File: config.mk
export PLATFORM = sky130hd
export DESIGN_NAME = binhex4_stream_decoder_unit_flat
export DESIGN_NICKNAME = d
export VERILOG_FILES = /design/src/rtl/bh4_pkg.sv /design/src/rtl/bh4_stream_if.sv /design/src/rtl/bh4_datapath.sv /design/src/rtl/bh4_ctrl.sv /design/src/rtl/binhex4_stream_decoder_unit.sv /design/src/flat_wrapper.sv
export VERILOG_INCLUDE_DIRS = /design/src /design/src/rtl
export SDC_FILE = /design/constraint.sdc
export NUM_CORES = 1
export LEC_CHECK = 0
export ABC_AREA = 1
export BUFFER_PORTS_ARGS = -buffer_cell sky130_fd_sc_hd__clkbuf_2
export CAP_MARGIN = 20
export CORE_UTILIZATION = 65
export CTS_CLUSTER_DIAMETER = 50
export DETAILED_ROUTE_END_ITERATION = 7
export PLACE_DENSITY = 0.94
export SLEW_MARGIN = 20
export SYNTH_ARGS = -nofsm -noshare
export SYNTH_HDL_FRONTEND = slang
export SYNTH_SLANG_ARGS = --single-unit
File: constraint.sdc
create_clock -name clk -period 7.3 [get_ports clk]
set_clock_uncertainty 0.2 [all_clocks]
set_input_delay 1.095 -clock clk [delete_from_list [all_inputs] [get_ports clk]]
set_output_delay 1.095 -clock clk [all_outputs]
set_load 0.01 [all_outputs]
File: src/rtl/binhex4_stream_decoder_unit_macros.svh
// Assertion macros shared by the BinHex 4.0 decoder modules.
// Needs a clock named clk and an active-low reset named rst_n in the using scope.
`ifndef BINHEX4_STREAM_DECODER_UNIT_MACROS_SVH
`define BINHEX4_STREAM_DECODER_UNIT_MACROS_SVH
`ifndef SYNTHESIS
`define BH4_ASSERT_SAME(label, ante, cons) \
    label: assert property (@(posedge clk) disable iff (!rst_n) (ante) |-> (cons)) \
        else $error("bh4 assertion failed");
`define BH4_ASSERT_NEXT(label, ante, cons) \
    label: assert property (@(posedge clk) disable iff (!rst_n) (ante) |=> (cons)) \
        else $error("bh4 assertion failed");
`else
`define BH4_ASSERT_SAME(label, ante, cons)
`define BH4_ASSERT_NEXT(label, ante, cons)
`endif
`endif

File: src/rtl/bh4_pkg.sv
// Shared types, constants and functions of the BinHex 4.0 stream decoder.
// No dependencies.
package bh4_pkg;

    localparam logic [7:0] ESCAPE_BYTE = 8'h90;
    localparam logic [15:0] CRC_POLY = 16'h1021;
    localparam int CODE_COUNT = 64;
    localparam logic [CODE_COUNT*8-1:0] CODE_CHARS =
        {"!\"#$%&'()*+,-012345689@ABCDEFGHIJKLMNPQRSTUVXYZ[", 8'h60, "abcdefhijklmpqr"};

    typedef struct packed {
        logic [1:0] action;
        logic [7:0] character;
    } in_item_t;

    typedef struct packed {
        logic [7:0]  data_byte;
        logic [7:0]  run_length;
        logic [15:0] check_value;
        logic [1:0]  status;
    } out_item_t;

    typedef struct packed {
        logic step;
        logic feed;
        logic aug_first;
        logic aug_second;
    } cmd_t;

    typedef struct packed {
        logic has_result;
        logic result_ok;
        logic count_last;
    } stat_t;

    function automatic logic [15:0] crc_feed(input logic [15:0] c_in, input logic [7:0] v_in);
        logic [15:0] c;
        logic [7:0]  v;
        logic        carry;
        c = c_in;
        v = v_in;
        for (int i = 0; i < 8; i++)
        begin
            carry = c[15];
            c = {c[14:0], v[7]};
            if (carry)
            begin
                c = c ^ CRC_POLY;
            end
            v = {v[6:0], 1'b0};
        end
        return c;
    endfunction

    function automatic logic [6:0] code_lookup(input logic [7:0] ch);
        logic [6:0] res;
        res = 7'd0;
        for (int i = 0; i < CODE_COUNT; i++)
        begin
            if (CODE_CHARS[(CODE_COUNT-1-i)*8 +: 8] == ch)
            begin
                res = {1'b1, 6'(i)};
            end
        end
        return res;
    endfunction

endpackage

File: src/rtl/bh4_stream_if.sv
// Valid/ready channel interfaces for the decoder's character input and result output.
// Depends on bh4_pkg for the payload types.
interface bh4_in_if;
    logic             valid;
    logic             ready;
    bh4_pkg::in_item_t payload;

    modport source (output valid, output payload, input ready);
    modport sink (input valid, input payload, output ready);
endinterface

interface bh4_out_if;
    logic              valid;
    logic              ready;
    bh4_pkg::out_item_t payload;

    modport source (output valid, output payload, input ready);
    modport sink (input valid, input payload, output ready);
endinterface

File: src/rtl/bh4_datapath.sv
// Datapath of the decoder: character mapping, bit packing, escape handling, CRC and result register.
// Depends on bh4_pkg; driven by bh4_ctrl through command and status structs.
module bh4_datapath (
    input  logic               clk,
    input  logic               rst_n,
    input  bh4_pkg::in_item_t  item,
    input  bh4_pkg::cmd_t      cmd,
    output bh4_pkg::stat_t     stat,
    output bh4_pkg::out_item_t result
);

    localparam logic [1:0] ACT_CHAR  = 2'd0;
    localparam logic [1:0] ACT_FLUSH = 2'd1;
    localparam logic [1:0] ACT_CLEAR = 2'd2;

    localparam logic [1:0] MODE_EMPTY     = 2'd0;
    localparam logic [1:0] MODE_HELD      = 2'd1;
    localparam logic [1:0] MODE_HELD_ESC  = 2'd2;
    localparam logic [1:0] MODE_START_ESC = 2'd3;

    localparam logic [1:0] STAT_OK       = 2'd0;
    localparam logic [1:0] STAT_BAD_START = 2'd1;
    localparam logic [1:0] STAT_END_ESC  = 2'd2;

    logic [13:0] buf_reg, buf_next;
    logic [3:0]  bits_reg, bits_next;
    logic [7:0]  held_reg, held_next;
    logic [1:0]  mode_reg, mode_next;
    logic        stopped_reg, stopped_next;
    logic [15:0] crc_reg, crc_next;
    logic [15:0] aug_reg, aug_next;
    logic [7:0]  remain_reg, remain_next;
    bh4_pkg::out_item_t out_reg, out_next;

    logic [6:0]  code;
    logic [19:0] joined;
    logic [13:0] packed_bits;
    logic [3:0]  sum_bits;
    logic [3:0]  left_bits;
    logic [7:0]  new_byte;
    logic        res_valid;
    logic [7:0]  res_byte;
    logic [7:0]  res_len;
    logic [1:0]  res_status;

    always_comb
    begin
        code        = bh4_pkg::code_lookup(item.character);
        joined      = {buf_reg, code[5:0]};
        packed_bits = joined[13:0];
        sum_bits    = bits_reg + 4'd6;
        left_bits   = sum_bits - 4'd8;
        new_byte    = 8'(packed_bits >> left_bits);

        buf_next     = buf_reg;
        bits_next    = bits_reg;
        held_next    = held_reg;
        mode_next    = mode_reg;
        stopped_next = stopped_reg;
        res_valid    = 1'b0;
        res_byte     = 8'd0;
        res_len      = 8'd1;
        res_status   = STAT_OK;

        if (item.action == ACT_FLUSH && !stopped_reg)
        begin
            buf_next  = 14'd0;
            bits_next = 4'd0;
            held_next = 8'd0;
            mode_next = MODE_EMPTY;
            if (mode_reg == MODE_HELD)
            begin
                res_valid = 1'b1;
                res_byte  = held_reg;
            end
            else if (mode_reg == MODE_HELD_ESC || mode_reg == MODE_START_ESC)
            begin
                res_valid  = 1'b1;
                res_status = STAT_END_ESC;
            end
        end
        else if (item.action == ACT_CHAR && !stopped_reg && code[6])
        begin
            buf_next = packed_bits;
            if (sum_bits < 4'd8)
            begin
                bits_next = sum_bits;
            end
            else
            begin
                bits_next = left_bits;
                buf_next  = packed_bits & ((14'd1 << left_bits) - 14'd1);
                unique case (mode_reg)
                    MODE_EMPTY:
                    begin
                        if (new_byte == bh4_pkg::ESCAPE_BYTE)
                        begin
                            mode_next = MODE_START_ESC;
                        end
                        else
                        begin
                            held_next = new_byte;
                            mode_next = MODE_HELD;
                        end
                    end
                    MODE_START_ESC:
                    begin
                        if (new_byte == 8'd0)
                        begin
                            held_next = bh4_pkg::ESCAPE_BYTE;
                            mode_next = MODE_HELD;
                        end
                        else
                        begin
                            stopped_next = 1'b1;
                            held_next    = 8'd0;
                            mode_next    = MODE_EMPTY;
                            res_valid    = 1'b1;
                            res_status   = STAT_BAD_START;
                        end
                    end
                    MODE_HELD:
                    begin
                        if (new_byte == bh4_pkg::ESCAPE_BYTE)
                        begin
                            mode_next = MODE_HELD_ESC;
                        end
                        else
                        begin
                            held_next = new_byte;
                            res_valid = 1'b1;
                            res_byte  = held_reg;
                        end
                    end
                    default:
                    begin
                        res_valid = 1'b1;
                        res_byte  = held_reg;
                        if (new_byte == 8'd0)
                        begin
                            held_next = bh4_pkg::ESCAPE_BYTE;
                            mode_next = MODE_HELD;
                        end
                        else
                        begin
                            held_next = 8'd0;
                            mode_next = MODE_EMPTY;
                            res_len   = new_byte;
                        end
                    end
                endcase
            end
        end
    end

    always_comb
    begin
        crc_next    = crc_reg;
        aug_next    = aug_reg;
        remain_next = remain_reg;
        out_next    = out_reg;
        if (cmd.step)
        begin
            if (item.action == ACT_CLEAR)
            begin
                crc_next = 16'd0;
                aug_next = 16'd0;
            end
            if (res_valid)
            begin
                out_next.data_byte   = res_byte;
                out_next.run_length  = res_len;
                out_next.check_value = aug_reg;
                out_next.status      = res_status;
                remain_next          = res_len;
            end
        end
        if (cmd.feed)
        begin
            crc_next    = bh4_pkg::crc_feed(crc_reg, out_reg.data_byte);
            remain_next = remain_reg - 8'd1;
        end
        if (cmd.aug_first)
        begin
            aug_next = bh4_pkg::crc_feed(crc_reg, 8'd0);
        end
        if (cmd.aug_second)
        begin
            aug_next = bh4_pkg::crc_feed(aug_reg, 8'd0);
        end
    end

    always_ff @(posedge clk or negedge rst_n)
    begin
        if (!rst_n)
        begin
            buf_reg     <= 14'd0;
            bits_reg    <= 4'd0;
            held_reg    <= 8'd0;
            mode_reg    <= MODE_EMPTY;
            stopped_reg <= 1'b0;
            crc_reg     <= 16'd0;
            aug_reg     <= 16'd0;
            remain_reg  <= 8'd0;
        end
        else
        begin
            if (cmd.step)
            begin
                buf_reg     <= buf_next;
                bits_reg    <= bits_next;
                held_reg    <= held_next;
                mode_reg    <= mode_next;
                stopped_reg <= stopped_next;
            end
            crc_reg    <= crc_next;
            aug_reg    <= aug_next;
            remain_reg <= remain_next;
        end
    end

    always_ff @(posedge clk)
    begin
        out_reg <= out_next;
    end

    assign stat.has_result = res_valid;
    assign stat.result_ok  = res_valid && (res_status == STAT_OK);
    assign stat.count_last = (remain_reg == 8'd1);
    assign result          = out_reg;

endmodule

File: src/rtl/bh4_ctrl.sv
// Controller of the decoder: input and output handshakes and the CRC sequencing.
// Depends on bh4_pkg and the assertion macro header.
`include "binhex4_stream_decoder_unit_macros.svh"

module bh4_ctrl (
    input  logic           clk,
    input  logic           rst_n,
    input  logic           in_valid,
    output logic           in_ready,
    output logic           out_valid,
    input  logic           out_ready,
    input  bh4_pkg::stat_t stat,
    output bh4_pkg::cmd_t  cmd
);

    localparam logic [1:0] ST_IDLE = 2'd0;
    localparam logic [1:0] ST_FEED = 2'd1;
    localparam logic [1:0] ST_AUG1 = 2'd2;
    localparam logic [1:0] ST_AUG2 = 2'd3;

    logic [1:0] state_reg, state_next;
    logic       out_valid_reg, out_valid_next;
    logic       out_free;

    assign out_free = !out_valid_reg || out_ready;
    assign in_ready = (state_reg == ST_IDLE) && out_free;

    always_comb
    begin
        state_next     = state_reg;
        cmd            = '0;
        out_valid_next = out_valid_reg && !out_ready;
        unique case (state_reg)
            ST_IDLE:
            begin
                if (in_valid && in_ready)
                begin
                    cmd.step = 1'b1;
                    if (stat.has_result)
                    begin
                        out_valid_next = 1'b1;
                    end
                    if (stat.result_ok)
                    begin
                        state_next = ST_FEED;
                    end
                end
            end
            ST_FEED:
            begin
                cmd.feed = 1'b1;
                if (stat.count_last)
                begin
                    state_next = ST_AUG1;
                end
            end
            ST_AUG1:
            begin
                cmd.aug_first = 1'b1;
                state_next    = ST_AUG2;
            end
            default:
            begin
                cmd.aug_second = 1'b1;
                state_next     = ST_IDLE;
            end
        endcase
    end

    always_ff @(posedge clk or negedge rst_n)
    begin
        if (!rst_n)
        begin
            state_reg     <= ST_IDLE;
            out_valid_reg <= 1'b0;
        end
        else
        begin
            state_reg     <= state_next;
            out_valid_reg <= out_valid_next;
        end
    end

    assign out_valid = out_valid_reg;

    `BH4_ASSERT_NEXT(a_ok_result_feeds, cmd.step && stat.result_ok, state_reg == ST_FEED)
    `BH4_ASSERT_NEXT(a_result_shown, cmd.step && stat.has_result, out_valid_reg)
    `BH4_ASSERT_NEXT(a_aug_order, state_reg == ST_AUG1, state_reg == ST_AUG2)
    `BH4_ASSERT_SAME(a_busy_no_accept, state_reg != ST_IDLE, !in_ready)

endmodule

File: src/rtl/binhex4_stream_decoder_unit.sv
// BinHex 4.0 stream decoder. One character is taken per transaction; a character or flush that
// completes no result, or that gives an error result, leaves the controller in idle, while one
// that gives a result with status ok is followed by the CRC unit, which counts one byte of the
// run per cycle and then feeds sixteen zero bits in two steps to form the next check value.
// A finished result waits in the output register, and no further character is accepted
// until the receiver has taken it.
// Top level; depends on bh4_pkg, the channel interfaces, bh4_ctrl and bh4_datapath.
module binhex4_stream_decoder_unit (
    input  logic        clk,
    input  logic        rst_n,
    bh4_in_if.sink      chars,
    bh4_out_if.source   results
);

    bh4_pkg::cmd_t  cmd;
    bh4_pkg::stat_t stat;

    bh4_ctrl u_ctrl (
        .clk       (clk),
        .rst_n     (rst_n),
        .in_valid  (chars.valid),
        .in_ready  (chars.ready),
        .out_valid (results.valid),
        .out_ready (results.ready),
        .stat      (stat),
        .cmd       (cmd)
    );

    bh4_datapath u_datapath (
        .clk    (clk),
        .rst_n  (rst_n),
        .item   (chars.payload),
        .cmd    (cmd),
        .stat   (stat),
        .result (results.payload)
    );

endmodule

File: src/flat_wrapper.sv
// flat-port wrapper written by rule: the top's interface ports become plain ports
module binhex4_stream_decoder_unit_flat 
  (clk, rst_n, chars_valid, chars_payload, chars_ready, results_valid, results_payload, results_ready);
  bh4_in_if chars_i ();
  bh4_out_if results_i ();
  input  logic clk;
  input  logic rst_n;
  input wire logic [$bits(chars_i.valid)-1:0] chars_valid;
  input wire logic [$bits(chars_i.payload)-1:0] chars_payload;
  output wire logic [$bits(chars_i.ready)-1:0] chars_ready;
  output wire logic [$bits(results_i.valid)-1:0] results_valid;
  output wire logic [$bits(results_i.payload)-1:0] results_payload;
  input wire logic [$bits(results_i.ready)-1:0] results_ready;
  assign chars_i.valid = chars_valid;
  assign chars_i.payload = chars_payload;
  assign chars_ready = chars_i.ready;
  assign results_valid = results_i.valid;
  assign results_payload = results_i.payload;
  assign results_i.ready = results_ready;
  binhex4_stream_decoder_unit u_core (.clk(clk), .rst_n(rst_n), .chars(chars_i), .results(results_i));
endmodule
==> run_results.csv <==
group,metric,value,unit
drt,drt_pass1_iterations,8,
grt,gr-max-usage-layer,"met2",
yosys,syn_inst,760,
drt,drc_errors,22,
clock_tree,post_cts_buffers,0,
placed_design,dp_hpwl,11250,µm
grt,grt_pass1_vias,5366,
outcome,status,"complete, but fails checks",
die,rows,34,
power_and_ir_drop,ir_worst_vdd,0.0001940,V
cells_and_area,final_layout_size_suffix_gt1_share,14.13,%
worst_setup_path,critPathMaxFanout,22,
cells_and_area,final_area,0.006502,mm²
placed_design,io_buffers,49,
die,io_pins,50,
drt,routedWlPerCell,16.86,µm
yosys,yosys.area.top_type,"dfrtp_1",
die,die_w,97.74,µm
worst_setup_path,cp-end-kind,"flip-flop",
cells_and_area,largest_reg_flops,34,
die,start_util,67.66,%
timing,finalSetupViolations,0,
yosys,yosys_warnings,0,
clock_tree,ctsHoldBuffers,0,
grt,grtUsageMet1,42.20,%
clock_tree,clock_path_buffers,2,
clock_tree,cts_tree,"yes",
clock_tree,clk_latency,0.37,ns
worst_setup_path,arrival,5.08,ns
drt,vias,5631,
worst_setup_path,crit_type,"input port to flip-flop",
grt,grt_max_degree,65,
yosys,syn_nets,788,
grt,antenna_found_initial,0,
clock_tree,clk_pin_slew,0.09,ns
flow_run,drv_cap,0,
timing,finalCritPeriodShare,71.64,%
timing,setup_tns,0,ns
die,core,0.008806,mm²
drt,drt_wl_total,15540,µm
grt,met2_usage,55.65,%
timing,hold_viol,0,
clock_tree,root_buffer,"clkbuf_8",
die,die_h,97.74,µm
grt,grt_use_total,33.47,%
cells_and_area,area_growth,9.135,%
drt,final_antenna_net_count,0,
cells_and_area,fillers,633,
yosys,synth_area_leaders,"dfrtp_1 27%, edfxtp_1 17%, nand2_1 9.1%",
cells_and_area,n_antenna_cell,0,
outcome,violations,"design-rule violations",
placed_design,place.gp.congestion,0.9788,
timing,fin_crit,5.229,ns
clock_tree,htreeDepth,3,
timing,clock.fmax,191.2,MHz
timing,rsz0062_at_grt,"no",
grt,grt_pass1_wl,25410,µm
grt,grtUsageMet3,5.655,%
yosys,synth_top_cell_area_share,26.88,%
yosys,synth_edf_count,34,
worst_setup_path,crit_required,7.15,ns
drt,viasPerCell,6.107,
die,die_area,0.009553,mm²
drt,drt_first_iter_violations,512,
yosys,ys_seq_area_share,44.02,%
yosys,synth-async-reset-ratio,65.31,%
yosys,synthFlopType,"dfrtp_1",
worst_setup_path,cp-start-kind,"input port",
clock_tree,numCtsBuffers,9,
placed_design,placedInstanceArea,0.006307,mm²
yosys,yosysUniqueCellTypes,47,
power_and_ir_drop,cellPowerDensity,379.6,mW/mm²
cells_and_area,regArea,0.002623,mm²
cells_and_area,layout.nets,837,
cells_and_area,multi_input_area,0.002823,mm²
grt,gr-total-overflow,0,
cells_and_area,fin_util,73.84,%
timing,drv_slew,0,
yosys,syn_area,0.005958,mm²
yosys,postSynthAreaPerCell,7.840,µm²
timing,worst_pin_slew,1.055,ns
hold_path,hold_class,"flip-flop to flip-flop",
yosys,synth-seq-cells,98,
clock_tree,cts_sinks,98,
timing,relSlewSlack,29.40,%
power_and_ir_drop,p_leak,0.003024,µW
clock_tree,cts_resized,0,
==> cell type report <==
class / count / area share, %
clock inverters: 6 / 0.8851
repair buffers: 52 / 4.118
flip-flops and latches: 98 / 40.33
well taps: 108 / 2.078
multi-input cells: 526 / 43.41
inverters: 122 / 7.062
clock buffers: 10 / 2.117
==> cells by family (layout without fill, tap and decap cells) <==
kind of cell | Yosys count | after routing | share of synthesized area (%)
xor gates and xnor gates | 28 | 28 | 4.116
buffers and inverters | 136 | 190 | 8.610
adders and majority gates | 14 | 14 | 2.940
and+or+nand+nor | 349 | 349 | 26.73
AOI/OAI and AO/OA | 135 | 135 | 13.59
DFF | 98 | 98 | 44.02
==> per-layer routing <==
layer / wire length (µm) / vias up
li1: - / 2613
met5: 0 / -
met4: 557 / 0
met3: 1321 / 56
met2: 7471 / 346
met1: 6192 / 2616
==> worst max-delay path, cell delays in order <==
cell	delay [ns]
clkbuf_2	0.09
inv_1	0.04
nor2_1	0.16
inv_1	0.11
nor3_1	0.60
inv_1	0.24
a21oi_1	0.22
nor3_1	0.09
o2111ai_1	0.09
nor2_1	0.09
nand2_1	0.12
nand2_1	0.06
o21ai_1	0.12
o21ai_1	0.08
a21oi_1	0.36
nor3_2	0.12
nand3_2	0.12
nand3_2	0.10
nand2_2	0.09
clkinv_2	0.10
nand3_4	0.09
nand2_4	0.10
inv_1	0.41
buf_4	0.38
==> cell usage after synthesis (13+ instances only) <==
library cell and count:
ha_1 14, a21oi_1 17, inv_1 107, dfrtp_1 64, inv_2 13, xnor2_1 17, nand3_1 52, edfxtp_1 34
o21ai_0 60, nand4_1 13, nor2_1 94, nand2_1 144
==> power breakdown <==
group | internal [µW] | switching, µW
clock network | 142 | 208
registers | 756 | 159
logic | 409 | 795
total | 1310 | 1160
==> path summary, 6_finish.rpt <==
path / start / end / slack (ns) / cells after the start
max: chars_payload[6] / u_core.u_datapath.result[19] / 2.07 / 24
min: u_core.u_datapath.held_reg[0] / u_core.u_datapath.held_reg[0] / 0.30 / 2
max reg2reg: u_core.u_datapath.bits_reg[1] / u_core.u_datapath.result[19] / 2.22 / 16
min reg2reg: u_core.u_datapath.held_reg[0] / u_core.u_datapath.held_reg[0] / 0.30 / 2
max in group asynchronous: rst_n / u_core.u_datapath.held_reg[1] / 5.67 / 2
min in group asynchronous: rst_n / u_core.u_datapath.aug_reg[15] / 0.68 / 2
==> through the flow <==
step           std cells  power, µW  worst slack (ns)  hold slack, ns
6_report             922       2468             2.071          0.2973
3_3_place_gp         906       1997             1.987          0.2690
5_1_grt              922       2626             1.771          0.3231
3_5_place_dp         906       2063             1.816          0.2768
4_1_cts              922       2433             2.173          0.3009
2_1_floorplan        760       1773             2.646          0.2442
==> layout by cell type, fill, tap and decap left out, types with 4 or more instances in the layout <==
cell type and n:
nand2_1 144, inv_1 107, nor2_1 94, dfrtp_1 64
o21ai_0 60, nand3_1 52, clkbuf_2 49, edfxtp_1 34
a21oi_1 17, xnor2_1 17, ha_1 14, inv_2 13
nand4_1 13, o22ai_1 12, o221ai_1 12, nand2_2 11
xor2_1 11, nor3_1 10, clkbuf_8 10, o211ai_1 7
o21ai_1 7, o2111ai_1 4, or2_2 4
No activity file was read; power rests on OpenSTA's default activity.
